$ cat src/vad_pkg.sv
// Shared constants and the arctangent table for the vector angle pipeline.
package vad_pkg;

    // Angle accumulator: signed, 2^-24 degree per LSB.
    localparam int ACC_FRAC  = 24;
    localparam int ACC_W     = 35;
    localparam int TABLE_LEN = 24;

    // Coordinates are scaled so that the difference lands at bit 60.
    localparam int SCALE_TOP = 60;
    localparam int XY_W      = SCALE_TOP + 3;

    localparam int HEADING_W = 16;

    localparam logic signed [ACC_W-1:0] DEG180 = ACC_W'(64'd180 << ACC_FRAC);
    localparam logic signed [ACC_W-1:0] DEG360 = ACC_W'(64'd360 << ACC_FRAC);

    // round(atan(2^-i) * 180/pi * 2^24)
    localparam logic [29:0] ATAN_TAB [TABLE_LEN] = '{
        30'd754974720, 30'd445687602, 30'd235489088, 30'd119537938,
        30'd60000934,  30'd30029717,  30'd15018523,  30'd7509720,
        30'd3754917,   30'd1877466,   30'd938734,    30'd469367,
        30'd234684,    30'd117342,    30'd58671,     30'd29335,
        30'd14668,     30'd7334,      30'd3667,      30'd1833,
        30'd917,       30'd458,       30'd229,       30'd115
    };

    // Table entry for a stage; later stages reuse the last entry.
    function automatic logic signed [ACC_W-1:0] atan_step(input int unsigned i);
        int unsigned k;
        k = (i < TABLE_LEN) ? i : TABLE_LEN - 1;
        return signed'(ACC_W'(ATAN_TAB[k]));
    endfunction

endpackage

$ cat src/vad_cordic_stage.sv
// One registered CORDIC vectoring micro-rotation.
module vad_cordic_stage
    import vad_pkg::*;
#(
    parameter int STAGE = 0
) (
    input  logic                    i_clk,
    input  logic                    i_en,
    input  logic signed [XY_W-1:0]  i_x,
    input  logic signed [XY_W-1:0]  i_y,
    input  logic signed [ACC_W-1:0] i_acc,
    input  logic                    i_zero,
    output logic signed [XY_W-1:0]  o_x,
    output logic signed [XY_W-1:0]  o_y,
    output logic signed [ACC_W-1:0] o_acc,
    output logic                    o_zero
);
    localparam logic signed [ACC_W-1:0] ANG = atan_step(STAGE);

    logic signed [XY_W-1:0]  w_xs, w_ys;
    logic                    w_pos;
    logic signed [XY_W-1:0]  n_x, n_y;
    logic signed [ACC_W-1:0] n_acc;

    logic signed [XY_W-1:0]  r_x, r_y;
    logic signed [ACC_W-1:0] r_acc;
    logic                    r_zero;

    always_comb begin
        w_xs  = i_x >>> STAGE;
        w_ys  = i_y >>> STAGE;
        w_pos = !i_y[XY_W-1] && (i_y != '0);
        // rotate towards the x axis, both updates from the old pair
        if (w_pos) begin
            n_x   = i_x + w_ys;
            n_y   = i_y - w_xs;
            n_acc = i_acc + ANG;
        end else begin
            n_x   = i_x - w_ys;
            n_y   = i_y + w_xs;
            n_acc = i_acc - ANG;
        end
    end

    always_ff @(posedge i_clk) begin
        if (i_en) begin
            r_x    <= n_x;
            r_y    <= n_y;
            r_acc  <= n_acc;
            r_zero <= i_zero;
        end
    end

    assign o_x    = r_x;
    assign o_y    = r_y;
    assign o_acc  = r_acc;
    assign o_zero = r_zero;
endmodule

$ cat config.mk
export PLATFORM = sky130hd
export DESIGN_NAME = vad_cordic_stage
export DESIGN_NICKNAME = d
export VERILOG_FILES = /design/src/vad_pkg.sv /design/src/vad_cordic_stage.sv
export SDC_FILE = /design/constraint.sdc
export NUM_CORES = 1
export LEC_CHECK = 0
export BUFFER_PORTS_ARGS = -buffer_cell sky130_fd_sc_hd__buf_2
export CAP_MARGIN = 20
export CORE_MARGIN = 5
export CORE_UTILIZATION = 50
export CTS_BUF_LIST = sky130_fd_sc_hd__clkbuf_4 sky130_fd_sc_hd__clkbuf_8 sky130_fd_sc_hd__clkbuf_16
export CTS_CLUSTER_SIZE = 20
export DETAILED_ROUTE_END_ITERATION = 6
export PLACE_DENSITY = 0.7
export RECOVER_POWER = 50
export SETUP_SLACK_MARGIN = 0.5
export SKIP_LAST_GASP = 1
export SLEW_MARGIN = 5
export SYNTH_ARGS = -nofsm -noshare
export SYNTH_HDL_FRONTEND = slang
export SYNTH_SLANG_ARGS = --single-unit
$ cat constraint.sdc
create_clock -name i_clk -period 8.2 [get_ports i_clk]
set_input_delay 2.46 -clock i_clk [delete_from_list [all_inputs] [get_ports i_clk]]
set_output_delay 2.46 -clock i_clk [all_outputs]
set_load 0.03 [all_outputs]
==> flow_summary.toml <==
[worst_setup_path]
critical_path_required_ns = 8.41
worst_ep_arrival_time_ns = 6.48
critPathBufInv = 2
worstPathMaxFanout = 12
worstSetupPathType = "in -> reg"
path_cells = "buf_2, inv_1, ha_1, nor4_1, nand3_1, a221oi_1, nor3_1, o211ai_2, and2b_1, a21boi_2, o31a_4, o41a_1, o311ai_2, xnor2_1"
critPathMaxStageDelay_ns = 0.57
startpoint_type = "input port"
critPathSlowestCell = "nor4_1"
worst_setup_path_end_kind = "register"
cp_top_family = "compound AO/OA/AOI/OAI gates"

[logic_synthesis]
syn_nets = 2418
netlist_instances = 2055
synth-edff-count = 161
yosysWarnings = 0
ys_seq_area_frac = 0.288
synth-simple-area-share = 0.145
ys.flop_type = "edfxtp_1"
synth_compound_area_frac = 0.264
synth_top_family_by_area = "compound AO/OA/AOI/OAI gates"
yosysUniqueCellTypes = 74
ys_ff_latch = 161
netlist_area_sq_um = 16800
async_reset_ff_frac = 0
muxShareOfSynthArea = 0.0162
synth_fa_ha_area_frac = 0.150
syn_area_per_cell_sq_um = 8.18
synth_xor_area_frac = 0.0693

[sta]
tightest_slew_ns = 1.16
tns_ns = 0
post-route-min-period_ns = 6.27
finalSetupViolCount = 0
rsz0062_at_grt = "false"
slew_headroom = 0.210
hold_viol_final = 0
max_freq_mhz = 159
worst_slack_ns = 1.93
min_period_over_period = 0.765
slew_viol_final = 0

[global_routing]
grt_max_degree = 110
grt_first_pass_wirelength_microns = 99700
antenna_found_initial = 0
first_global_vias = 16500
gr-usage-all-layers = 0.336
gr-total-overflow = 0

[clocking]
htreeDepth = 4
cts_tree = "built"
root_buffer = "clkbuf_16"
clock-sinks = 161
cts_buffers = 17
ctsHoldBuffers = 0
cts_max_path_buffers = 2
cts_resized = 0
path_clk_slew_ns = 0.08
post_cts_buffers = 0

[die]
dieArea_sq_um = 37400
ios = 326
rows = 67
fp.dieH_microns = 193
fp.dieW_microns = 193
coreArea_sq_um = 33400
start_util = 0.504

[cells_and_area]
syn_to_final_growth_pct = 14.4
drive_gt1_frac = 0.120
final_core_util = 0.576
design_area_sq_um = 19200
final_nets = 2681

[drt]
drtIter0Drc = 2184
postRouteAntennaNets = 0
avgRoutedWirePerCell_microns = 23.8
dr.pass1.iters = 6
viasPerCell = 6.26
drcViolationCount = 0
drt_wl_total_microns = 66300
num_vias = 17400

[hold_path]
min_path_type = "in -> reg"

[place]
place_area_sq_um = 18700
io_buffers = 325
post-place-ws_ns = 1.55
gp_congestion = 1.05
hpwlAfterDp_microns = 53100

[power_and_ir_drop]
power_density_nw_per_um2 = 182
ir_worst_vdd_uv = 151
leakagePower_nw = 8.18

[status]
status = "completed"

[job]
drv_cap = 0
-- power by group --
group / internal (W) / switching (W) / leakage (nW)
Sequential: 0.00108 / 0.0000424 / 1.58
Combinational: 0.000445 / 0.00105 / 6.30
Clock: 0.000446 / 0.000431 / 0.308
-- path summary, 6_finish.rpt --
check  slack, ns  cells past startpoint  startpoint                  to
max         1.93                     14     i_x[14]   o_x[58]$_DFFE_PP_
min         2.17                      1    i_acc[9]  o_acc[9]$_DFFE_PP_
-- stage by stage --
| step | hold WS (ns) | power, W | instances |
|---|---|---|---|
| floorplan | 2.56 | 0.00212 | 2055 |
| global placement | 2.64 | 0.00262 | 2746 |
| detailed placement | 2.64 | 0.00262 | 2747 |
| CTS | 2.15 | 0.00350 | 2779 |
| global route | 2.15 | 0.00365 | 2779 |
| finish | 2.17 | 0.00350 | 2781 |
-- synth_stat cells, types with 15 or more instances --
library cell    n  area [sq um]
a21boi_0       15           113
a21o_1         35           263
a21oi_1       286          1430
a31oi_1        18           113
buf_1          22          82.6
clkbuf_1       62           233
edfxtp_1      161          4830
ha_1          195          2440
inv_1         207           777
mux2i_1        26           260
nand2_1       122           458
nand2b_1       21           131
nand3_1        29           145
nand4_1        41           257
nor2_1        175           657
nor2b_1        20           125
nor3_1         35           175
nor4_1         38           238
o211ai_1       22           165
o21a_1         21           158
o21ai_0       144           721
o21bai_1       54           405
o31ai_1        21           158
xnor2_1       124          1090
-- area by class of cell --
class / count / area, sq um
diodes: 2 / 5.00
clock buffers: 17 / 425
clock inverters: 15 / 210
fillers: 3236 / 14100
inverters: 212 / 796
multi-input cells: 1591 / 10800
flip-flops and latches: 161 / 4830
well taps: 448 / 561
repair buffers: 335 / 1570
-- placed cells by master (no fill, tap or decap), types with 5 or more instances in the layout --
master     instances
a2111oi_0          7
a211o_1            5
a211oi_1          13
a21boi_0          15
a21o_1            35
a21oi_1          286
a221oi_1          11
a31oi_1           18
buf_2            215
buf_4              9
clkbuf_1         109
clkbuf_16         17
clkinv_8           6
edfxtp_1         161
ha_1             195
inv_1            207
inv_8              5
mux2i_1           26
nand2_1          122
nand2b_1          21
nand3_1           29
nand4_1           41
nor2_1           175
nor2b_1           20
nor3_1            35
nor4_1            38
o211ai_1          22
o21a_1            21
o21ai_0          144
o21bai_1          54
o221ai_1           7
o31a_1            11
o31ai_1           21
or2_2              5
or3_1             10
xnor2_1          124
xor2_1             9
-- per-layer routing --
metal	wire (microns)	vias to the layer above	GRT usage
met4	2320	0	0.111
met2	30100	1046	0.539
met5	0	-	0
li1	-	7929	-
met1	27900	8293	0.462
met3	5920	134	0.0595
-- registers in the layout, indices dropped and copies added (netlist names) --
name and flops:
o_x 63, o_zero 1, o_acc 35, o_y 62
-- cells by family (layout without fill, tap and decap cells) --
| group | Yosys count | in the layout |
|---|---|---|
| compound gates | 716 | 716 |
| xor+xnor | 133 | 133 |
| fa+ha+maj | 199 | 199 |
| buf+inv | 303 | 579 |
| flops | 161 | 161 |
| mux | 27 | 27 |
| other cells | 0 | 2 |
| simple gates | 516 | 516 |
Power figures use the tool's default switching activity.
