`src/vad_pkg.sv`:
```
// Shared constants and the arctangent table for the vector angle pipeline.
package vad_pkg;

    // Angle accumulator: signed, 2^-24 degree per LSB.
    localparam int ACC_FRAC  = 24;
    localparam int ACC_W     = 35;
    localparam int TABLE_LEN = 24;

    // Coordinates are scaled so that the difference lands at bit 60.
    localparam int SCALE_TOP = 60;
    localparam int XY_W      = SCALE_TOP + 3;

    localparam int HEADING_W = 16;

    localparam logic signed [ACC_W-1:0] DEG180 = ACC_W'(64'd180 << ACC_FRAC);
    localparam logic signed [ACC_W-1:0] DEG360 = ACC_W'(64'd360 << ACC_FRAC);

    // round(atan(2^-i) * 180/pi * 2^24)
    localparam logic [29:0] ATAN_TAB [TABLE_LEN] = '{
        30'd754974720, 30'd445687602, 30'd235489088, 30'd119537938,
        30'd60000934,  30'd30029717,  30'd15018523,  30'd7509720,
        30'd3754917,   30'd1877466,   30'd938734,    30'd469367,
        30'd234684,    30'd117342,    30'd58671,     30'd29335,
        30'd14668,     30'd7334,      30'd3667,      30'd1833,
        30'd917,       30'd458,       30'd229,       30'd115
    };

    // Table entry for a stage; later stages reuse the last entry.
    function automatic logic signed [ACC_W-1:0] atan_step(input int unsigned i);
        int unsigned k;
        k = (i < TABLE_LEN) ? i : TABLE_LEN - 1;
        return signed'(ACC_W'(ATAN_TAB[k]));
    endfunction

endpackage

```
`src/vad_finish.sv`:
```
// Back stages: wrap into one turn, round to the output grid, output register.
module vad_finish
    import vad_pkg::*;
#(
    parameter int ANGLE_FRAC_BITS = 7
) (
    input  logic                    i_clk,
    input  logic                    i_en_round,
    input  logic                    i_en_out,
    input  logic signed [ACC_W-1:0] i_acc,
    input  logic                    i_zero,
    output logic [HEADING_W-1:0]    o_heading
);
    localparam int SH  = ACC_FRAC - ANGLE_FRAC_BITS;
    localparam int H_W = ACC_W - SH;
    localparam logic [ACC_W-1:0] HALF = ACC_W'(64'd1 << (SH - 1));
    localparam logic [H_W-1:0]   FULL = H_W'(64'd360 << ANGLE_FRAC_BITS);

    logic signed [ACC_W-1:0]     w_wrap;
    logic [ACC_W-1:0]            w_sum;
    logic [H_W-1:0]              w_h;
    logic [H_W+HEADING_W-1:0]    w_ext;

    logic [H_W-1:0]              r_h;
    logic                        r_zero;
    logic [HEADING_W-1:0]        r_heading;

    always_comb begin
        w_wrap = i_acc[ACC_W-1] ? i_acc + DEG360 : i_acc;
        if (w_wrap[ACC_W-1]) begin
            w_wrap = '0;
        end
        w_sum = $unsigned(w_wrap) + HALF;
    end

    always_ff @(posedge i_clk) begin
        if (i_en_round) begin
            r_h    <= w_sum[ACC_W-1:SH];
            r_zero <= i_zero;
        end
    end

    always_comb begin
        // a value rounded up to a full turn wraps to zero
        w_h   = (r_h >= FULL) ? r_h - FULL : r_h;
        if (r_zero) begin
            w_h = '0;
        end
        w_ext = {{HEADING_W{1'b0}}, w_h};
    end

    always_ff @(posedge i_clk) begin
        if (i_en_out) begin
            r_heading <= w_ext[HEADING_W-1:0];
        end
    end

    assign o_heading = r_heading;
endmodule

```
`config.mk`:
```
export PLATFORM = sky130hd
export DESIGN_NAME = vad_finish
export DESIGN_NICKNAME = d
export VERILOG_FILES = /design/src/vad_pkg.sv /design/src/vad_finish.sv
export SDC_FILE = /design/constraint.sdc
export NUM_CORES = 1
export LEC_CHECK = 0
export BUFFER_PORTS_ARGS = -buffer_cell sky130_fd_sc_hd__buf_2
export CAP_MARGIN = 5
export CORE_AREA = 2 2 73 57
export CTS_BUF_LIST = sky130_fd_sc_hd__clkbuf_4 sky130_fd_sc_hd__clkbuf_8
export CTS_CLUSTER_DIAMETER = 200
export DETAILED_ROUTE_END_ITERATION = 10
export DIE_AREA = 0 0 75 59
export PLACE_DENSITY = 0.85
export SLEW_MARGIN = 20
export SYNTH_ARGS = -nofsm -noshare
export SYNTH_HDL_FRONTEND = slang
export SYNTH_SLANG_ARGS = --single-unit
export TNS_END_PERCENT = 100
```
`constraint.sdc`:
```
create_clock -name i_clk -period 6.12 [get_ports i_clk]
set_input_delay 0.918 -clock i_clk [delete_from_list [all_inputs] [get_ports i_clk]]
set_output_delay 0.918 -clock i_clk [all_outputs]
set_load 0.01 [all_outputs]
```
==> results of run 1 <==
[cells in the mapped netlist]
| master | n |
|---|---|
| a31o_2 | 1 |
| and3b_1 | 2 |
| mux2_1 | 2 |
| or4_1 | 1 |
| nor2_1 | 19 |
| and4b_1 | 1 |
| a211oi_1 | 2 |
| o211a_1 | 1 |
| and2_1 | 1 |
| nand2b_1 | 2 |
| nor4b_1 | 1 |
| a311oi_1 | 1 |
| clkbuf_1 | 6 |
| ha_1 | 4 |
| nand4b_1 | 1 |
| nor2b_1 | 16 |
| or3_1 | 3 |
| nand2_1 | 13 |
| a21boi_0 | 1 |
| inv_1 | 3 |
| nor3_1 | 4 |
| nand3_1 | 7 |
| or3b_2 | 1 |
| o21ai_0 | 6 |
| a31oi_1 | 2 |
| a21oi_1 | 8 |
| o41ai_1 | 1 |
| xnor2_1 | 11 |
| xor2_1 | 7 |
| o31ai_2 | 1 |
| and4_1 | 3 |
| a211o_1 | 1 |
| nor4_4 | 1 |
| o21bai_1 | 1 |
| nand4_1 | 3 |
| and3_1 | 4 |
| edfxtp_1 | 35 |
| or4_4 | 1 |
| o2111ai_1 | 1 |
[routing by layer]
metal,global-route usage [%],vias to the layer above,wire (um)
li1,-,740,-
met1,22.5,596,1540
met2,24.3,38,1390
met3,3.57,3,137
met4,6.89,0,37
met5,0,-,0
[power by group]
group          switching (W)  internal [W]  total [W]
logic              0.0000480     0.0000375  0.0000855
clock network      0.0000680     0.0000883   0.000156
registers          0.0000111      0.000291   0.000302
total               0.000127      0.000417   0.000544
[state kept, by name, summed over array words and instances (netlist names)]
name / cells
o_heading: 16
r_h: 18
r_zero: 1
[worst max-delay path, stage by stage]
cell	delay, ns
buf_2	0.17
a211oi_1	0.11
o211a_1	0.41
nor2b_1	0.20
ha_1	0.20
and2_1	0.26
nand3_1	0.16
a31oi_1	0.32
a31o_2	0.20
nand2_1	0.04
[through the flow]
stage | instance area (sq um) | util [%] | power [W] | instances
6_report | 2290 | 63.0 | 0.000544 | 271
3_3_place_gp | 2200 | 60.6 | 0.000390 | 263
4_1_cts | 2290 | 63.0 | 0.000550 | 271
2_1_floorplan | 1970 | - | 0.000360 | 179
3_5_place_dp | 2200 | 60.6 | 0.000393 | 263
5_1_grt | 2290 | 63.0 | 0.000575 | 271
[cell families (layout without fill, tap and decap cells)]
group | after synthesis | in the layout | synth area share [%]
and+or+nand+nor | 84 | 84 | 24.2
muxes | 2 | 2 | 1.14
xor gates and xnor gates | 18 | 18 | 8.00
AOI/OAI and AO/OA | 27 | 27 | 9.08
adders and majority gates | 4 | 4 | 2.54
buffers and inverters | 9 | 49 | 1.71
DFF | 35 | 35 | 53.3
[worst paths after layout]
check / start / end / depth (start not counted)
worst max-delay path: i_acc[27] / r_h[15] / 10
worst min-delay path: r_h[0] / o_heading[0] / 1
worst min register to register: r_h[0] / o_heading[0] / 1
worst max register to register: r_h[11] / o_heading[13] / 7
[cell type report]
cell class                      instances  area [sq um]
Sequential cell                        35          1050
Clock buffer                            7          83.8
Fill cell                             306          1350
Clock inverter                          1          5.00
Timing Repair Buffer                   38           190
Tap cell                               52          65.1
Multi-Input combinational cell        135           886
Inverter                                3          11.3
==> impl_metrics.ini, run 1 <==
[outcome]
status = completed

[finish]
area_growth_pct = 16.3
layout_common_cells = 38 x buf_2, 35 x edfxtp_1, 19 x nor2_1
antennaDiodeCount = 0
fin_nets = 261
final_common_cell = buf_2
drive_above_1_share_pct = 23.3

[critical_path]
crit_type = in -> reg
arrival_ns = 2.99
startpoint_type = input pin
critPathRequiredTime_ns = 6.15
worstPathMaxFanout = 18
cp-end-kind = flop
rrSetupSlack_ns = 3.81

[placement]
numPortBuffers = 38
dpl_worst_slack_ns = 2.86
dp_hpwl_mm = 2.42
place.gp.congestion = 0.806

[synthesis]
synth_warnings = 0
synth_cells = 179
synth_top_area_share_pct = 53.3
yosysUniqueCellTypes = 39
ys_ff_latch = 35
syn-num-nets = 222
yosysTopAreaCell = edfxtp_1
syn_area_sq_um = 1970
synthTopCellsByArea = edfxtp_1 53%, nor2b_1 5.1%, xnor2_1 4.9%
ys_seq_area_share_pct = 53.3
syn_area_per_cell_sq_um = 11.0

[clock_network]
clock_path_buffers = 2
cts_resized = 0
cts_root_buffer = clkbuf_8
numCtsBuffers = 5
h-tree-depth = 2
cts_tree = yes
insertion_delay_ns = 0.28
cts_hold_buf = 0
postCtsSetupBuffers = 0
cts.sinks = 35
clk_pin_slew_ns = 0.06

[sta]
fin_crit_sh_pct = 48.4
hold_viol = 0
slew_headroom_pct = 65.3
clock_skew_ns = 0.00499
finalSetupTns_ns = 0
slew_viol_final = 0
hold_ws_ns = 0.562
finalWorstSetupSlack_ns = 3.16
setup-violations-final = 0
tightest_slew_ns = 0.521
grt_setup_unrepaired = no
fin_crit_ns = 2.96
fmax_mhz = 338

[routing]
dr_total_vias = 1377
drc = 0
ant_nets = 0
wl_per_cell_um = 11.5
drt_iter0_drc = 102
drt_pre_antenna_iters = 4
drt_wl_total_mm = 3.10
routed_via_density = 5.08

[grt]
grt_overflow = 0
grt_util_all_layers_pct = 16.1
antenna_found_initial = 0
grt_pass1_vias = 1210
grt_max_degree = 20
grt_pass1_wl_mm = 5.35

[die]
io_pins = 55
die-area_sq_um = 4430
start_util_pct = 54.2
core_region_area_sq_um = 3640
num_rows = 19
die_w_um = 75
chipHeight_um = 59

[pwr]
ir_drop_v = 0.000126
power_leakage_nw = 0.907
power_density_nw_per_um2 = 237

[run]
maxCapViolCount = 0

[min_path]
hold_path.class = reg -> reg
Power figures use the tool's default switching activity.
==> run 2, diff against run 1 <==
--- a/config.mk
+++ b/config.mk
@@ -7,12 +7,12 @@
 export LEC_CHECK = 0
 export BUFFER_PORTS_ARGS = -buffer_cell sky130_fd_sc_hd__buf_2
 export CAP_MARGIN = 5
-export CORE_AREA = 2 2 73 57
+export CORE_AREA = 2 2 77 60
 export CTS_BUF_LIST = sky130_fd_sc_hd__clkbuf_4 sky130_fd_sc_hd__clkbuf_8
 export CTS_CLUSTER_DIAMETER = 200
 export DETAILED_ROUTE_END_ITERATION = 10
-export DIE_AREA = 0 0 75 59
-export PLACE_DENSITY = 0.85
+export DIE_AREA = 0 0 79 62
+export PLACE_DENSITY = 0.81
 export SLEW_MARGIN = 20
 export SYNTH_ARGS = -nofsm -noshare
 export SYNTH_HDL_FRONTEND = slang
==> constraint.sdc (replaced) <==
create_clock -name i_clk -period 2.4 [get_ports i_clk]
set_input_delay 0.36 -clock i_clk [delete_from_list [all_inputs] [get_ports i_clk]]
set_output_delay 0.36 -clock i_clk [all_outputs]
set_load 0.01 [all_outputs]
==> run 2 against run 1 <==
  * Clock skew rose by 0.0028 ns
  * Register-to-register slack got worse by 3.7 ns
  * Sequential share of layout area fell by 0.88 points
  * Worst setup slack got worse by 3.0 ns
==> impl_metrics.ini, run 2 (synthesis results as in run 1) <==
[outcome]
status = completed

[grt]
grt_max_degree = 20
grt_util_all_layers_pct = 13.4
grt_pass1_vias = 1184
grt_overflow = 0
grt_pass1_wl_mm = 4.96
antenna_found_initial = 0

[routing]
ant_nets = 0
drt_pre_antenna_iters = 4
drt_wl_total_mm = 3.02
dr_wl_met2_mm = 1.28
wl_per_cell_um = 10.7
highest_layer = met4
wl_met3_um = 177
routed_via_density = 4.94
dr_total_vias = 1387
drc = 0
drt_iter0_drc = 61
met1Wirelength_mm = 1.50

[placement]
numPortBuffers = 38
place.gp.congestion = 0.776
dp.cells = 273
dp_hpwl_mm = 2.37

[clock_network]
postCtsSetupBuffers = 0
cts_hold_buf = 0
cts_root_buffer = clkbuf_8
clock_path_buffers = 2
clk_pin_slew_ns = 0.07
cts_resized = 0
cts.sinks = 35
numCtsBuffers = 5
cts_tree = yes
h-tree-depth = 2
insertion_delay_ns = 0.28

[finish]
drive_above_1_share_pct = 25.4
fillers = 394
layout_common_cells = 38 x buf_2, 35 x edfxtp_1, 19 x nor2_1
fin_nets = 266
final_common_cell = buf_2
largest_reg_flops = 18
multiInputGateArea_sq_um = 892
fin_cells = 281
seqCellArea_sq_um = 1050
antennaDiodeCount = 0
largest-register = r_h
utilization_pct = 54.9
area_growth_pct = 18.6

[critical_path]
critPathRequiredTime_ns = 2.42
arrival_ns = 2.31
startpoint_type = flop
cp.depth = 7
crit_type = reg -> reg
max_stage_delay_ns = 0.47
r2r_cells = 7
cp_num_buf_inv = 1
critPathTopFamily = simple AND/OR/NAND/NOR gates
cp-end-kind = flop
rrSetupSlack_ns = 0.12
crit_slowest_cell = or3b_2
worstPathMaxFanout = 6
cp_cell_sequence = inv_1, ha_1, or3b_2, nor4_4, o31ai_2, a21oi_1, mux2_1

[pwr]
power.total_w = 0.00138
ir_drop_v = 0.000313
power_leakage_nw = 0.930
power_density_nw_per_um2 = 590

[sta]
fin_crit_ns = 2.28
setup-violations-final = 0
hold_viol = 0
clock_skew_ns = 0.00778
fmax_mhz = 438
fin_crit_sh_pct = 95.2
slew_headroom_pct = 64.6
slew_viol_final = 0
finalSetupTns_ns = 0
grt_setup_unrepaired = no
tightest_slew_ns = 0.531

[run]
maxCapViolCount = 0

[die]
chipHeight_um = 62
core_region_area_sq_um = 4260
start_util_pct = 46.3
io_pins = 55
die-area_sq_um = 4900
die_w_um = 79
num_rows = 21

[min_path]
min_path_cells = 1
hold_path.class = in -> reg
==> run 2: changes by cell type in the layout (fill, tap and decap cells not counted) <==
| cell | change |
|---|---|
| buf_4 | +5 |
| a31oi_1 | -1 |
| a31oi_2 | +1 |
| clkinv_2 | +2 |
| clkbuf_4 | -2 |
==> run 2: path summary, 6_finish.rpt <==
| check | start | endpoint |
|---|---|---|
| worst min register to register | r_h[8] | o_heading[8] |
| worst max register to register | r_h[11] | o_heading[13] |
| worst min-delay path | i_zero | r_zero |
| worst max-delay path | r_h[11] | o_heading[13] |
==> run 2: where the power goes <==
part	internal [W]	switching (W)	total [W]
logic	0.000101	0.000124	0.000225
registers	0.000742	0.0000275	0.000769
clock network	0.000198	0.000186	0.000384
==> run 2: area by class of cell <==
class	instances	area share, %
Clock buffer	5	2.94
Inverter	3	0.482
Clock inverter	3	0.642
Multi-Input combinational cell	135	38.2
Timing Repair Buffer	43	9.74
Tap cell	57	3.05
Sequential cell	35	45.0
==> run 2: per-layer routing <==
layer	GRT usage, %	up-vias
met4	8.13	0
met1	17.4	585
li1	-	746
met5	0	-
met2	21.8	49
met3	2.31	7
==> run 2: through the flow <==
stage,hold slack (ns),area [sq um],worst slack [ns]
floorplan,0.459,1980,0.0131
global placement,0.537,2250,0.0771
detailed placement,0.539,2250,0.0898
CTS,0.236,2340,0.0953
global route,0.241,2340,0.0186
finish,0.248,2340,0.115
