<file path="config.mk">
export PLATFORM = sky130hd
export DESIGN_NAME = vad_prep
export DESIGN_NICKNAME = d
export VERILOG_FILES = /design/src/vad_pkg.sv /design/src/vad_prep.sv
export SDC_FILE = /design/constraint.sdc
export NUM_CORES = 1
export LEC_CHECK = 0
export BUFFER_PORTS_ARGS = -buffer_cell sky130_fd_sc_hd__buf_4
export CORE_ASPECT_RATIO = 0.8
export CORE_UTILIZATION = 52
export DETAILED_ROUTE_END_ITERATION = 8
export HOLD_SLACK_MARGIN = 0.15
export PLACE_DENSITY = 0.89
export SYNTH_ARGS = -nofsm -noshare
export SYNTH_HDL_FRONTEND = slang
export SYNTH_SLANG_ARGS = --single-unit
</file>
<file path="constraint.sdc">
create_clock -name i_clk -period 6.1 [get_ports i_clk]
set_input_delay 1.22 -clock i_clk [delete_from_list [all_inputs] [get_ports i_clk]]
set_output_delay 1.22 -clock i_clk [all_outputs]
set_load 0.02 [all_outputs]
</file>
<file path="src/vad_pkg.sv">
// Shared constants and the arctangent table for the vector angle pipeline.
package vad_pkg;

    // Angle accumulator: signed, 2^-24 degree per LSB.
    localparam int ACC_FRAC  = 24;
    localparam int ACC_W     = 35;
    localparam int TABLE_LEN = 24;

    // Coordinates are scaled so that the difference lands at bit 60.
    localparam int SCALE_TOP = 60;
    localparam int XY_W      = SCALE_TOP + 3;

    localparam int HEADING_W = 16;

    localparam logic signed [ACC_W-1:0] DEG180 = ACC_W'(64'd180 << ACC_FRAC);
    localparam logic signed [ACC_W-1:0] DEG360 = ACC_W'(64'd360 << ACC_FRAC);

    // round(atan(2^-i) * 180/pi * 2^24)
    localparam logic [29:0] ATAN_TAB [TABLE_LEN] = '{
        30'd754974720, 30'd445687602, 30'd235489088, 30'd119537938,
        30'd60000934,  30'd30029717,  30'd15018523,  30'd7509720,
        30'd3754917,   30'd1877466,   30'd938734,    30'd469367,
        30'd234684,    30'd117342,    30'd58671,     30'd29335,
        30'd14668,     30'd7334,      30'd3667,      30'd1833,
        30'd917,       30'd458,       30'd229,       30'd115
    };

    // Table entry for a stage; later stages reuse the last entry.
    function automatic logic signed [ACC_W-1:0] atan_step(input int unsigned i);
        int unsigned k;
        k = (i < TABLE_LEN) ? i : TABLE_LEN - 1;
        return signed'(ACC_W'(ATAN_TAB[k]));
    endfunction

endpackage

</file>
<file path="src/vad_prep.sv">
// Front stage: point differences, scaling and half-plane fold.
module vad_prep
    import vad_pkg::*;
#(
    parameter int COORD_BITS = 16
) (
    input  logic                         i_clk,
    input  logic                         i_en,
    input  logic signed [COORD_BITS-1:0] i_from_x,
    input  logic signed [COORD_BITS-1:0] i_from_y,
    input  logic signed [COORD_BITS-1:0] i_to_x,
    input  logic signed [COORD_BITS-1:0] i_to_y,
    output logic signed [XY_W-1:0]       o_x,
    output logic signed [XY_W-1:0]       o_y,
    output logic signed [ACC_W-1:0]      o_acc,
    output logic                         o_zero
);
    localparam int PRESCALE = SCALE_TOP - COORD_BITS;
    localparam int D_W      = COORD_BITS + 1;

    logic signed [D_W-1:0]   w_dx, w_dy;
    logic signed [XY_W-1:0]  w_xs, w_ys;
    logic signed [XY_W-1:0]  n_x, n_y;
    logic signed [ACC_W-1:0] n_acc;
    logic                    n_zero;

    logic signed [XY_W-1:0]  r_x, r_y;
    logic signed [ACC_W-1:0] r_acc;
    logic                    r_zero;

    always_comb begin
        w_dx = {i_to_x[COORD_BITS-1], i_to_x} - {i_from_x[COORD_BITS-1], i_from_x};
        w_dy = {i_to_y[COORD_BITS-1], i_to_y} - {i_from_y[COORD_BITS-1], i_from_y};
        w_xs = {{(XY_W-D_W){w_dx[D_W-1]}}, w_dx} <<< PRESCALE;
        w_ys = {{(XY_W-D_W){w_dy[D_W-1]}}, w_dy} <<< PRESCALE;
        n_zero = (w_dx == '0) && (w_dy == '0);
        // fold the left half-plane onto the right by a half turn
        if (w_dx[D_W-1]) begin
            n_x   = -w_xs;
            n_y   = -w_ys;
            n_acc = DEG180;
        end else begin
            n_x   = w_xs;
            n_y   = w_ys;
            n_acc = '0;
        end
    end

    always_ff @(posedge i_clk) begin
        if (i_en) begin
            r_x    <= n_x;
            r_y    <= n_y;
            r_acc  <= n_acc;
            r_zero <= n_zero;
        end
    end

    assign o_x    = r_x;
    assign o_y    = r_y;
    assign o_acc  = r_acc;
    assign o_zero = r_zero;
endmodule

</file>
==> results of run 1 <==
## cell type report
class,count,area (um2)
timing repair buffer,109,818.3
sequential,40,1201
tap,112,140.1
clock inverter,3,42.54
inverter,54,202.7
clock buffer,5,125.1
fill,725,3276
multi-input combinational,444,2828
## placed cells by master (no fill, tap or decap), types with 3 or more instances in the layout
master	count
sky130_fd_sc_hd__a211oi_1	4
sky130_fd_sc_hd__a21boi_0	4
sky130_fd_sc_hd__a21o_1	11
sky130_fd_sc_hd__a21oi_1	25
sky130_fd_sc_hd__a31oi_1	8
sky130_fd_sc_hd__and2_1	10
sky130_fd_sc_hd__and3_1	5
sky130_fd_sc_hd__buf_4	109
sky130_fd_sc_hd__clkbuf_16	5
sky130_fd_sc_hd__conb_1	121
sky130_fd_sc_hd__edfxtp_1	40
sky130_fd_sc_hd__ha_1	37
sky130_fd_sc_hd__inv_1	54
sky130_fd_sc_hd__nand2_1	19
sky130_fd_sc_hd__nand2b_1	5
sky130_fd_sc_hd__nand3_1	9
sky130_fd_sc_hd__nand3b_1	4
sky130_fd_sc_hd__nor2_1	25
sky130_fd_sc_hd__nor2b_1	3
sky130_fd_sc_hd__nor3_1	11
sky130_fd_sc_hd__nor3b_1	3
sky130_fd_sc_hd__nor4_1	5
sky130_fd_sc_hd__o2111ai_1	3
sky130_fd_sc_hd__o211ai_1	3
sky130_fd_sc_hd__o21a_1	4
sky130_fd_sc_hd__o21ai_0	23
sky130_fd_sc_hd__o21bai_1	4
sky130_fd_sc_hd__o31ai_1	4
sky130_fd_sc_hd__or2_2	4
sky130_fd_sc_hd__or3_1	6
sky130_fd_sc_hd__xnor2_1	31
sky130_fd_sc_hd__xor2_1	11
## worst paths after layout
kind / endpoint / slack (ns) / depth (start not counted)
min: o_y[44]$_DFFE_PP_ / 1.42 / 3
max: o_x[60]$_SDFFCE_PN0P_ / 1.75 / 13
## synth_stat cells, types with 3 or more instances
cell | count | area, um2
sky130_fd_sc_hd__nand2b_1 | 5 | 31.28
sky130_fd_sc_hd__a21o_1 | 11 | 82.58
sky130_fd_sc_hd__nor4_1 | 5 | 31.28
sky130_fd_sc_hd__or3_1 | 6 | 37.54
sky130_fd_sc_hd__nor2_1 | 25 | 93.84
sky130_fd_sc_hd__nor3_1 | 11 | 55.05
sky130_fd_sc_hd__o21bai_1 | 4 | 30.03
sky130_fd_sc_hd__xnor2_1 | 31 | 271.5
sky130_fd_sc_hd__inv_1 | 54 | 202.7
sky130_fd_sc_hd__o21a_1 | 4 | 30.03
sky130_fd_sc_hd__clkbuf_1 | 5 | 18.77
sky130_fd_sc_hd__and2_1 | 10 | 62.56
sky130_fd_sc_hd__nor2b_1 | 3 | 18.77
sky130_fd_sc_hd__a211oi_1 | 4 | 30.03
sky130_fd_sc_hd__xor2_1 | 11 | 96.34
sky130_fd_sc_hd__a21oi_1 | 25 | 125.1
sky130_fd_sc_hd__a21boi_0 | 4 | 30.03
sky130_fd_sc_hd__a31oi_1 | 8 | 50.05
sky130_fd_sc_hd__ha_1 | 37 | 462.9
sky130_fd_sc_hd__o211ai_1 | 3 | 22.52
sky130_fd_sc_hd__and3_1 | 5 | 31.28
sky130_fd_sc_hd__buf_4 | 122 | 915.9
sky130_fd_sc_hd__nand3b_1 | 4 | 30.03
sky130_fd_sc_hd__nor3b_1 | 3 | 22.52
sky130_fd_sc_hd__nand2_1 | 19 | 71.32
sky130_fd_sc_hd__or2_2 | 4 | 25.02
sky130_fd_sc_hd__o31ai_1 | 4 | 30.03
sky130_fd_sc_hd__nand3_1 | 9 | 45.04
sky130_fd_sc_hd__o21ai_0 | 23 | 115.1
sky130_fd_sc_hd__edfxtp_1 | 40 | 1201
sky130_fd_sc_hd__o2111ai_1 | 3 | 26.28
## flip-flops by register name (all words and copies together) (netlist names)
register	count
o_x	19
o_acc	1
o_y	19
o_zero	1
## metrics by stage
stage | total power [uW] | instance area [um2] | setup WS [ns] | instances | hold WS [ns]
after floorplan | 875.7 | 5177 | 2.002 | 666 | 1.333
after global placement | 980.8 | 5190 | 1.590 | 759 | 1.646
after detailed placement | 1004 | 5190 | 1.518 | 759 | 1.650
after CTS | 1305 | 5358 | 1.812 | 767 | 1.406
after global routing | 1378 | 5358 | 1.530 | 767 | 1.413
final | 1309 | 5358 | 1.748 | 767 | 1.422
## worst min-delay path: stages
cell and delay [ns]:
sky130_fd_sc_hd__buf_4 0.09, sky130_fd_sc_hd__ha_1 0.18, sky130_fd_sc_hd__inv_1 0.06
## routing by layer
layer / vias to the layer above / track usage [%] / wire (um)
met5: - / 0 / 0
met4: 0 / 8.108 / 247
met3: 31 / 4.787 / 909
met2: 223 / 38.15 / 5171
met1: 1810 / 26.04 / 4096
li1: 1885 / - / -
## cell families (layout without fill, tap and decap cells)
family | count (synthesis) | count (layout) | synth area share, %
XOR/XNOR | 42 | 42 | 7.782
buffers and inverters | 182 | 171 | 24.30
adder cells (fa/ha/maj) | 39 | 39 | 10.64
flip-flops | 40 | 40 | 25.41
AO/OA/AOI/OAI | 115 | 115 | 16.54
AND/OR/NAND/NOR | 125 | 125 | 14.82
multiplexers | 2 | 2 | 0.4235
other | 1 | 121 | 0.07933
## report_power, final
group | switching (uW) | internal [uW]
sequential | 20.3 | 380
clock | 107 | 192
combinational | 374 | 235
==> metrics.txt, run 1 <==
period utilization around 71%; count of yosys warnings during synthesis 0; ratio of routed vias to standard cells ~5.1; die outline height ~87 um; count of final max-slew check failures 0; Synth Flop Type sky130_fd_sc_hd__edfxtp_1; DRC viols 0; global placer's final weighted congestion 0.8723; number of top-level pins 228; max-slew headroom at the worst pin 56.65%; max-capacitance violation count 0; Root Buffer sky130_fd_sc_hd__clkbuf_16; initial DRC count 309; Routed wire per std cell 13.59 um; CTS tree built; total negative slack 0 ns; cell area power density 244.3 nW/um2; initial antenna violation count 0; number of hold violations in the final report 0; clock transition at the registers of the reported paths 0.06 ns; number of distinct standard cells referenced by the synthesized netlist ~70; Worst path top cell family by delay simple AND/OR/NAND/NOR gates; final setup fails 0; PostCTS Resize Cnt 0; worst vdd ir between 0.15 and 0.2 mV; CTS Buffer Depth 2; critical path startpoint i_from_x[0]; Synth Cell Area 4727 um2; critical path, cell by cell buf_4, ha_1, fa_1, nor2b_1, o2111ai_1, and3_1, o31ai_1, xnor2_1, nor4_2, nand2_1, nor4bb_1, ha_1, and2_1; status complete, no violations; Buf/Inv on CP 1; max frequency 229.8 MHz; DIE AREA 9478 um2; sequential area share after synthesis 25.41%; number of instances in the synthesized netlist 546; data arrival time of the worst path 4.40 ns; Core Util, Final between 60 and 70%; type of origin of the critical path input pin; Synth Register Bits 40; Crit Path Max Fanout 4; sum of routed wire length over all layers 10420 um; Hold Path Class input pin to flop; global-route wire length before repair 16300 um; row count 30; data required time of the critical path 6.14 ns; cell seen most often among critical-path stages sky130_fd_sc_hd__ha_1; # clock sinks 40; Final #Nets ~760; number of buffers inserted to repair setup after CTS 0; via total after detailed routing 3949; placeable core region 8633 um2; count of hold buffers inserted by post-cts repair 0; buffers added on ports 108; overall routing resource usage a little over a fifth; shortest clock period the worst path allows after layout 4.352 ns; Worst path max stage delay 0.42 ns; CP max stage cell sky130_fd_sc_hd__nor4_2; critical path capture point type flop; depth of the CTS H-tree 2; fraction of registers with async set/reset 0%; antenna cells 0; crit path kind input pin to flop; number of synthesized flops with an enable pin 40; number of search-and-repair iterations in the first detailed-routing pass 5; antenna-violating nets left 0; via count of the first global-routing pass between 3000 and 4000; global route overflow 0; Worst Tran Pin Value around 0.64 ns; worst hold start i_from_y[0]; area added between synthesis and finish 13.34%; unrepaired setup endpoints after global routing no; number of buffers created by CTS 5; share of post-route cells with drive strength above 1 20.31%; initial cell density of the core 54.75%; maximum number of pins on one net before global-route repair roughly 40; Synth Area per Inst 8.658 um2; DP HPWL 8409 um; chip width around 110 um; leakage dissipation 0.002626 uW
(Power assumes the default switching activity.)
==> inputs of run 2 (changes only) <==
--- a/config.mk
+++ b/config.mk
@@ -7,10 +7,10 @@
 export LEC_CHECK = 0
 export BUFFER_PORTS_ARGS = -buffer_cell sky130_fd_sc_hd__buf_4
 export CORE_ASPECT_RATIO = 0.8
-export CORE_UTILIZATION = 52
+export CORE_UTILIZATION = 48
 export DETAILED_ROUTE_END_ITERATION = 8
 export HOLD_SLACK_MARGIN = 0.15
-export PLACE_DENSITY = 0.89
+export PLACE_DENSITY = 0.83
 export SYNTH_ARGS = -nofsm -noshare
 export SYNTH_HDL_FRONTEND = slang
 export SYNTH_SLANG_ARGS = --single-unit
==> constraint.sdc (replaced) <==
create_clock -name i_clk -period 4.01 [get_ports i_clk]
set_input_delay 0.802 -clock i_clk [delete_from_list [all_inputs] [get_ports i_clk]]
set_output_delay 0.802 -clock i_clk [all_outputs]
set_load 0.02 [all_outputs]
==> metrics.txt, run 2 (synthesis results as in run 1) <==
global route overflow 0 (unchanged); Crit Path Max Fanout 4 (unchanged); antenna-violating nets left 0 (unchanged); Final Cell Area 5441 um2 (was 5358 um2); global-route wire length before repair 15680 um (was 16300 um); cell internal pwr 1241 uW (was 806.9 uW); worst vdd ir 0.1846 mV (was 0.1522 mV); clock network power share 22.7% (was 22.9%); switching power 762.4 uW (was 502.1 uW); # clock sinks 40 (unchanged); critical path capture point type flop (unchanged); Worst path max stage delay 0.43 ns (was 0.42 ns); top metal layer carrying routed signals met4 (unchanged); max-capacitance violation count 0 (unchanged); portion of total power attributed to combinational logic 47.1% (was 46.6%); clock transition at the registers of the reported paths 0.06 ns (about the same); initial antenna violation count 0 (unchanged); initial DRC count 237 (was 309); Root Buffer sky130_fd_sc_hd__clkbuf_16 (unchanged); overall routing resource usage 18.60% (was 21.76%); max-slew headroom at the worst pin 56.32% (was 56.65%); status complete, no violations (unchanged); final setup fails 0 (unchanged); share of post-route cells with drive strength above 1 21.87% (was 20.31%); unrepaired setup endpoints after global routing no (unchanged); die outline height 90.76 um (was 87.28 um); period utilization 95.40%; maximum number of pins on one net before global-route repair 41 (unchanged); row count 32 (was 30); leakage dissipation 0.002663 uW (was 0.002626 uW); DRC viols 0 (unchanged); chip width 113.0 um (was 108.6 um); area added between synthesis and finish 15.11% (was 13.34%); placed standard-cell area 5259 um2 (was 5190 um2); ratio of routed vias to standard cells 5.066 (was 5.149); number of hold violations in the final report 0 (unchanged); data required time of the critical path 4.05 ns (was 6.14 ns); Hold Path Class input pin to flop (unchanged); Routed wire per std cell 12.99 um (was 13.59 um); count of hold buffers inserted by post-cts repair 0 (unchanged); sum of routed wire length over all layers 10160 um (was 10420 um); share of total power consumed by net switching 38.05% (was 38.36%); Worst Tran Pin Value 0.6491 ns (was 0.6443 ns); fill cell instance count of the final layout 855 (was 725); initial cell density of the core 49.19% (was 54.75%); depth of the CTS H-tree 2 (unchanged); CTS tree built (unchanged); total met2 wirelength after detailed routing 5155 um (was 5171 um); PostCTS Resize Cnt 0 (unchanged); most frequent cells in the layout sky130_fd_sc_hd__conb_1 (121), sky130_fd_sc_hd__buf_4 (117), sky130_fd_sc_hd__inv_1 (54) (was sky130_fd_sc_hd__conb_1 (121), sky130_fd_sc_hd__buf_4 (109), sky130_fd_sc_hd__inv_1 (54)); PnR worst setup slack 0.1844 ns (was 1.748 ns); cell area power density 368.3 nW/um2 (was 244.3 nW/um2); M1 WL 4060 um (was 4096 um); global placer's final weighted congestion 0.8806 (was 0.8723); via total after detailed routing 3962 (was 3949); number of search-and-repair iterations in the first detailed-routing pass 5 (unchanged); most common library cell in the layout ignoring fill and taps sky130_fd_sc_hd__conb_1 (unchanged); sequential share of power 30.2% (was 30.6%); area occupied by multi-input gates 2843 um2 (was 2828 um2); count of final max-slew check failures 0 (unchanged); DP HPWL 8321 um (was 8409 um); crit path kind input pin to flop (unchanged); FF/Latch Area 1201 um2 (unchanged); data arrival time of the worst path 3.86 ns (was 4.40 ns); via count of the first global-routing pass 3441 (was 3557); Worst path top cell family by delay simple AND/OR/NAND/NOR gates (unchanged); Post-Place Worst Slack -0.1037 ns (was 1.518 ns); CP max stage cell sky130_fd_sc_hd__nor4_2 (unchanged); critical path, cell by cell buf_4, ha_1, fa_1, nor2b_2, o2111ai_1, buf_4, nand3_1, a31oi_1, xnor2_1, nor4_2, nand2_1, nor4bb_2, ha_1, and2_1 (was buf_4, ha_1, fa_1, nor2b_1, o2111ai_1, and3_1, o31ai_1, xnor2_1, nor4_2, nand2_1, nor4bb_1, ha_1, and2_1); CTS Buffer Depth 2 (unchanged); DP Cell Count 774 (was 759); routed length on met3 734 um (was 909 um); number of top-level pins 228 (unchanged); Buf/Inv on CP 2 (was 1); DIE AREA 10250 um2 (was 9478 um2); placeable core region 9609 um2 (was 8633 um2); worst-case hold slack 0.9969 ns (was 1.422 ns); max frequency 261.4 MHz; Finished Layout Cells 782 (was 767); antenna cells 0 (unchanged); type of origin of the critical path input pin (unchanged); Final #Nets 767 (was 759); buffers added on ports 108 (unchanged); shortest clock period the worst path allows after layout 3.826 ns; number of buffers inserted to repair setup after CTS 0 (unchanged); number of buffers created by CTS 5 (unchanged)
[run 2: cell count changes in the layout (fill, tap and decap cells not counted)]
cell and change:
sky130_fd_sc_hd__buf_4 +8, sky130_fd_sc_hd__clkinv_1 -1, sky130_fd_sc_hd__clkinv_2 +1, sky130_fd_sc_hd__clkinv_4 -1
sky130_fd_sc_hd__clkinvlp_4 +1, sky130_fd_sc_hd__nor2b_1 -1, sky130_fd_sc_hd__nor2b_2 +1, sky130_fd_sc_hd__nor4bb_1 -1
sky130_fd_sc_hd__nor4bb_2 +1, sky130_fd_sc_hd__o2111ai_1 -1, sky130_fd_sc_hd__o2111ai_2 +1
[run 2: path summary, 6_finish.rpt]
| check | startpoint | end | slack (ns) | cells after the start |
|---|---|---|---|---|
| max | i_from_x[0] | o_x[60]$_SDFFCE_PN0P_ | 0.18 | 14 |
| min | i_from_y[0] | o_y[44]$_DFFE_PP_ | 1.0 | 3 |
[run 2: layer usage]
layer,up-vias,track usage [%]
met1,1830,22.35
met2,203,34.31
met4,0,4.496
met3,26,3.154
met5,-,0
li1,1903,-
[run 2: stage by stage]
| step | utilization, % | total power, uW | setup TNS (ns) |
|---|---|---|---|
| after detailed placement | 54.73 | 1546 | -0.1037 |
| after CTS | 56.47 | 1996 | 0 |
| after global routing | 56.63 | 2106 | 0 |
| final | 56.63 | 2004 | 0 |
| after global placement | 54.73 | 1513 | 0 |
| after floorplan | - | 1332 | 0 |
[run 2: final cells by class]
| class | instances | area share (%) |
|---|---|---|
| clock buffer | 5 | 2.299 |
| clock inverter | 3 | 0.7818 |
| inverter | 54 | 3.725 |
| multi-input combinational | 444 | 52.24 |
| sequential | 40 | 22.07 |
| tap | 119 | 2.736 |
| timing repair buffer | 117 | 16.14 |
[run 2: power by group through the flow]
stage                     combinational [uW]  clock, uW  sequential [uW]
after floorplan                          617          0              715
after global placement                   902          0              611
after detailed placement                 932          0              614
after CTS                                937        454              606
after global routing                    1020        477              611
final                                    944        455              604
[run 2: tightest hold or removal path, cell delays in order]
cell and delay (ns):
sky130_fd_sc_hd__buf_4 0.09, sky130_fd_sc_hd__ha_1 0.17, sky130_fd_sc_hd__inv_1 0.05
